`src/rtl/ffha_pkg.sv`:
```
// Shared types and constants for the first-fit heap allocator.
// No dependencies; used by ffha_ctrl, ffha_dp and the top level.
package ffha_pkg;

  localparam int ALLOC_W     = 12;
  localparam int ADDR_W      = 32;
  localparam int FAIL_W      = 16;
  localparam int CNT_OUT_W   = 11;
  localparam int BYTE_OUT_W  = 13;
  localparam int LSTART_W    = 12;
  localparam int CFG_IDX_W   = 1;

  localparam logic MODE_ALLOC = 1'b0;
  localparam logic MODE_FREE  = 1'b1;

  typedef enum logic [CFG_IDX_W-1:0] {
    CFG_BASE_ADDRESS = 1'b0,
    CFG_LARGE_START  = 1'b1
  } cfg_idx_t;

  typedef enum logic [3:0] {
    ST_CLEAR,
    ST_IDLE,
    ST_START,
    ST_RD,
    ST_EV,
    ST_FIN,
    ST_SPLIT,
    ST_FREE_RD,
    ST_FREE_WR,
    ST_DONE
  } state_t;

  typedef struct packed {
    logic clr;
    logic accept;
    logic rd;
    logic ev;
    logic fin;
    logic split;
    logic free_rd;
    logic free_wr;
    logic load_out;
  } ffha_cmd_t;

  typedef struct packed {
    logic clr_last;
    logic mode_free;
    logic hdr_end;
    logic found;
    logic need_split;
    logic free_bad;
  } ffha_sts_t;

endpackage

```
`src/rtl/ffha_ctrl.sv`:
```
// Controller FSM for the first-fit heap allocator.
// Depends on ffha_pkg; drives ffha_dp through ffha_cmd_t.
module ffha_ctrl
  import ffha_pkg::*;
(
  input  logic      clk,
  input  logic      rst_n,
  input  logic      in_valid,
  output logic      in_ready,
  output logic      out_valid,
  input  logic      out_ready,
  output ffha_cmd_t cmd,
  input  ffha_sts_t sts
);

  state_t state_r, state_nxt;
  logic   out_valid_r, out_valid_nxt;

  always_ff @(posedge clk) begin
    if (!rst_n) begin
      state_r     <= ST_CLEAR;
      out_valid_r <= 1'b0;
    end else begin
      state_r     <= state_nxt;
      out_valid_r <= out_valid_nxt;
    end
  end

  always_comb begin
    state_nxt = state_r;
    cmd       = '0;
    in_ready  = 1'b0;
    case (state_r)
      ST_CLEAR: begin
        cmd.clr = 1'b1;
        if (sts.clr_last) state_nxt = ST_IDLE;
      end
      ST_IDLE: begin
        in_ready = 1'b1;
        if (in_valid) begin
          cmd.accept = 1'b1;
          state_nxt  = ST_START;
        end
      end
      ST_START: begin
        state_nxt = sts.mode_free ? ST_FREE_RD : ST_RD;
      end
      ST_RD: begin
        cmd.rd    = 1'b1;
        state_nxt = ST_EV;
      end
      ST_EV: begin
        cmd.ev = 1'b1;
        if (sts.hdr_end)    state_nxt = ST_DONE;
        else if (sts.found) state_nxt = ST_FIN;
        else                state_nxt = ST_RD;
      end
      ST_FIN: begin
        cmd.fin   = 1'b1;
        state_nxt = sts.need_split ? ST_SPLIT : ST_DONE;
      end
      ST_SPLIT: begin
        cmd.split = 1'b1;
        state_nxt = ST_DONE;
      end
      ST_FREE_RD: begin
        cmd.free_rd = 1'b1;
        state_nxt   = sts.free_bad ? ST_DONE : ST_FREE_WR;
      end
      ST_FREE_WR: begin
        cmd.free_wr = 1'b1;
        state_nxt   = ST_DONE;
      end
      ST_DONE: begin
        if (!out_valid_r || out_ready) begin
          cmd.load_out = 1'b1;
          state_nxt    = ST_IDLE;
        end
      end
      default: state_nxt = ST_CLEAR;
    endcase
  end

  always_comb begin
    if (cmd.load_out)   out_valid_nxt = 1'b1;
    else if (out_ready) out_valid_nxt = 1'b0;
    else                out_valid_nxt = out_valid_r;
  end

  assign out_valid = out_valid_r;

endmodule

```
`config.mk`:
```
export PLATFORM = sky130hd
export DESIGN_NAME = ffha_ctrl
export DESIGN_NICKNAME = d
export VERILOG_FILES = /design/src/rtl/ffha_pkg.sv /design/src/rtl/ffha_ctrl.sv
export SDC_FILE = /design/constraint.sdc
export NUM_CORES = 1
export LEC_CHECK = 0
export ABC_AREA = 1
export BUFFER_PORTS_ARGS = -buffer_cell sky130_fd_sc_hd__buf_2
export CAP_MARGIN = 20
export CORE_AREA = 2 2 39 41
export CTS_CLUSTER_DIAMETER = 40
export DETAILED_ROUTE_END_ITERATION = 8
export DIE_AREA = 0 0 41 43
export PLACE_DENSITY = 0.71
export SLEW_MARGIN = 20
export SYNTH_ARGS = -nofsm -noshare
export SYNTH_HDL_FRONTEND = slang
export SYNTH_SLANG_ARGS = --single-unit
```
`constraint.sdc`:
```
create_clock -name clk -period 1.44 [get_ports clk]
set_clock_uncertainty 0.2 [all_clocks]
set_input_delay 0.144 -clock clk [delete_from_list [all_inputs] [get_ports clk]]
set_output_delay 0.144 -clock clk [all_outputs]
set_load 0.01 [all_outputs]
```
* Word level (Yosys, flattened, before mapping)
Index checks and enable logic that the tools add are counted.
** Storage, ports and cells
- Register bits :: 5
- Logic and storage cells :: 43
** Cells by class
- Equality and inequality tests :: 12
- Mux-type cells :: 23
- Reduce and logical (&&, ||, !) cells :: 6
** Operator list (number)
- 4-bit case mux with 9 select lines :: 1
- 4-bit 2-to-1 mux :: 5
- 4-bit by 3-bit == test with 1-bit output, second input constant :: 4
- 1-bit 2-to-1 mux :: 15
- 4-bit by 2-bit == test with 1-bit output, second input constant :: 2
- 4-bit == test, second input constant :: 2
- 3-bit 2-to-1 mux :: 2
- 2-bit != test, second input constant :: 3
- 4-bit by 1-bit == test with 1-bit output, second input constant :: 1
- 4-bit logical NOT :: 1
- 3-bit AND reduction :: 1
- 2-bit nonzero test :: 1
- 2-bit OR reduction :: 1
- 1-bit logical NOT :: 1
- 1-bit logical OR :: 1

* Depth between registers and ports, before layout
- Depth in word-level cells :: 5
- Gate-level depth with buffers :: 8
- Depth with buffers taken out :: 8

* Worst setup path after synthesis
No wires, ideal clock.
- Path type :: reg-to-reg
- Start point :: register state_r[0]
- End point :: register state_r[0]
- Library setup time :: 117 ps
- Arrival time :: 992 ps
- Data required time :: 1123 ps
- Setup slack :: 131 ps
- Cell stages (with the launch flop) :: 9
- Cell sequence :: dfxtp_1 nor2_1 inv_1 nor2_2 nand2_2 nand2_1 nor2_2 nand2_1 a21oi_2
** On the way
- Word-level cells in the longest chain between the ends :: 3
- Elaborated cells on any way between the ends :: 16
** RTL lines
- from (decl) :: RTL line ffha_ctrl.sv:16 : state_t state_r, state_nxt;
- from (signal assigned) :: RTL line ffha_ctrl.sv:24 : state_r <= state_nxt;
- 4-bit == test, or another cell as far along :: RTL line ffha_ctrl.sv:33 : case (state_r)
- 2-bit OR reduction (no line) or 2-bit != test (tied branches)
- 4-bit case mux with 9 select lines or 3-bit AND reduction (tied branches)
Parallel ways exist; a longest one is shown, timed or not.
A chain may end at the register's enable or synchronous reset.

==> qor.yml <==
worst_setup_path:
  worstSetupPathType: "register to output port"
  crit_chain: "inv_4 -> nand2_4 -> nor2_4 -> inv_2 -> nor2_1 -> buf_2"
  start_kind: "register"
  critical_path_arrival_ps: 1120
  cp_data_required_time_ps: 1100
  end_kind: "output port"
  crit_fanout: 5
  cpPeakStageDelay_ps: 370
  rr_worst_depth: 8
  crit_slowest_cell: "dfxtp_4"
  crit_start: "state_r[1]"
  worstReg2RegStart: "state_r[1]"
sta:
  report.final.slew_viol_count: 0
  clock.fmax_mhz: 682
  slew_headroom_pct: 82.9
  hold_violations: 0
  fin_crit_ps: 1470
  timing.final.ws_setup_ps: -26.8
  setup_viol_count_final: 2
  timing.hold.ws_ps: 17.7
  min_period_over_period_pct: 102
  tightest_slew_ps: 254
  grt_setup_unrepaired: "yes"
pwr:
  p_int_mw: 0.530
  combPwrFrac_pct: 58.4
  pwr-share-seq_pct: 25.6
  clkPwrFrac_pct: 16.0
  switching_power_mw: 0.476
  power_mw: 1.01
  power_leakage_nw: 0.401
  sw_frac_of_total_pct: 47.3
  pwr_density_cell_nw_per_um2: 1500
  ir_drop_mv: 0.804
clock_tree:
  cts_tree: "done"
  clock_latency_ps: 240
  cts-root-buf: "clkbuf_4"
  cts_inserted_buffers: 3
  clock_path_buffers: 2
  cts_max_level: 1
  clock_sinks: 5
  cts.reportedPaths.clkPinSlew_ps: 50
synthesis:
  syn_avg_cell_area_sq_um: 5.55
  yosys.area.top_type_share_pct: 22.3
  synth.distinct_cells: 16
  syn_nets: 91
  seq_area_frac_synth_pct: 22.3
  syn-instance-count: 81
  yosys.area.top_type: "dfxtp_1"
  synth_seq_cells: 5
  ys_warn_count: 0
  synth_area_sq_um: 449
  netlist_top_cells_area: "dfxtp_1 (22%), inv_1 (14%), nand2_1 (12%)"
routing:
  viasPerCell: 4.48
  initialDrtViolationCount: 13
  vias: 551
  first_pass_iters: 4
  drtAntennaViolNets: 0
  wire_per_inst_um: 9.20
  drc: 0
  wirelength_mm: 1.13
min_path:
  hold_depth: 4
  hp-class: "input pin to register"
  hold_start: "out_ready"
floorplanning:
  fp.dieW_um: 41
  die-area_sq_um: 1760
  row_count: 14
  initial_core_util_pct: 32.5
  top_level_ports: 21
  die_y_um: 43
  core_area_sq_um: 1380
placement:
  port_buffers: 20
  gp_congestion: 0.801
  hpwlAfterDp_um: 903
grt:
  track_usage_pct: 16.2
  grt_max_degree: 7
  grt_pass1_vias: 488
  grt.overflow.total: 0
  antenna_found_initial: 0
  grt_pass1_wl_mm: 1.90
finish:
  insertedDiodeCount: 0
  drive_above_1_share_pct: 49.5
  fin_nets: 118
  area_growth_pct: 49.0
run:
  maxCapViolations: 0
run_status:
  status: "finished, violations left"
  violations: "negative setup slack"
[cells in the final DEF (no fill, tap or decap), drive strengths merged]
master       count
a21oi            2
buf             22
clkbuf           3
clkinv           1
dfxtp            5
dlygate4sd3      1
inv             22
nand2           18
nand3            6
nand3b           1
nor2            20
nor3             4
o21ai            2
[critical path, delay by kind of cell, from the launching register on]
family,cells,cell delay [ps]
and+or+nand+nor,3,250
DFF,1,370
buffers and inverters,3,250
[stage by stage]
step	area (sq um)	cells	setup WS (ps)	utilization [%]	TNS, ps
after floorplan	449	81	131	-	0
after global placement	562	116	6.73	40.6	0
after detailed placement	562	116	9.57	40.6	0
after CTS	634	122	-36.1	45.8	-115
after global routing	669	123	-113	48.4	-488
final	669	123	-26.8	48.4	-48.2
[what timing repair did]
action / 4_1_cts / 5_1_grt
endpoints found under the setup margin: 8 / 11
buffers inserted: 1 / 1
hold buffers: 1 / 0
gates cloned: 0 / 0
resized for setup: 11 / 9
endpoints found under the hold margin: 2 / 0
pin swaps: 1 / 3
[flip-flops by register name, summed over array words and instances, names as in the netlist]
name       cells
out_valid      1
state_r        4
[power by group through the flow]
stage	combinational [mW]	clock, mW	sequential (mW)
finish	0.588	0.161	0.257
global route	0.665	0.173	0.266
CTS	0.528	0.168	0.226
detailed placement	0.497	0	0.219
global placement	0.492	0	0.217
floorplan	0.370	0	0.212
[per-layer routing]
metal,global-route usage (%),vias to the layer above,part of all wire [%],wire (um)
li1,-,289,-,-
met1,19.0,252,39,436
met2,25.3,6,57,642
met3,1.57,4,1.8,20
met4,12.0,0,2.7,31
met5,0,-,0,0
[cells in the mapped netlist, drive strengths merged]
cell type	n
dfxtp	5
inv	22
buf	1
nor2	20
nand3	6
nand3b	1
nand2	18
nor3	4
o21ai	2
a21oi	2
[path summary, 6_finish.rpt]
kind | to | slack [ps]
min reg2reg | out_valid | 380
min | out_valid | 20
max | cmd[7] | -30
max reg2reg | state_r[1] | 90
[cells by family (layout without fill, tap and decap cells)]
group	after synthesis	in the layout	synth area share [%]
flip-flops	5	5	22.3
AND/OR/NAND/NOR	49	49	52.4
AO/OA/AOI/OAI	4	4	5.29
buffers and inverters	23	49	20.1
[layout make-up]
type / count / area (sq um)
clock buffer: 3 / 22.5
tap: 16 / 20.0
clock inverter: 1 / 5.00
sequential: 5 / 115
timing repair buffer: 23 / 125
inverter: 22 / 90.1
fill: 141 / 714
multi-input combinational: 53 / 292
Power figures use the tool's default switching activity.
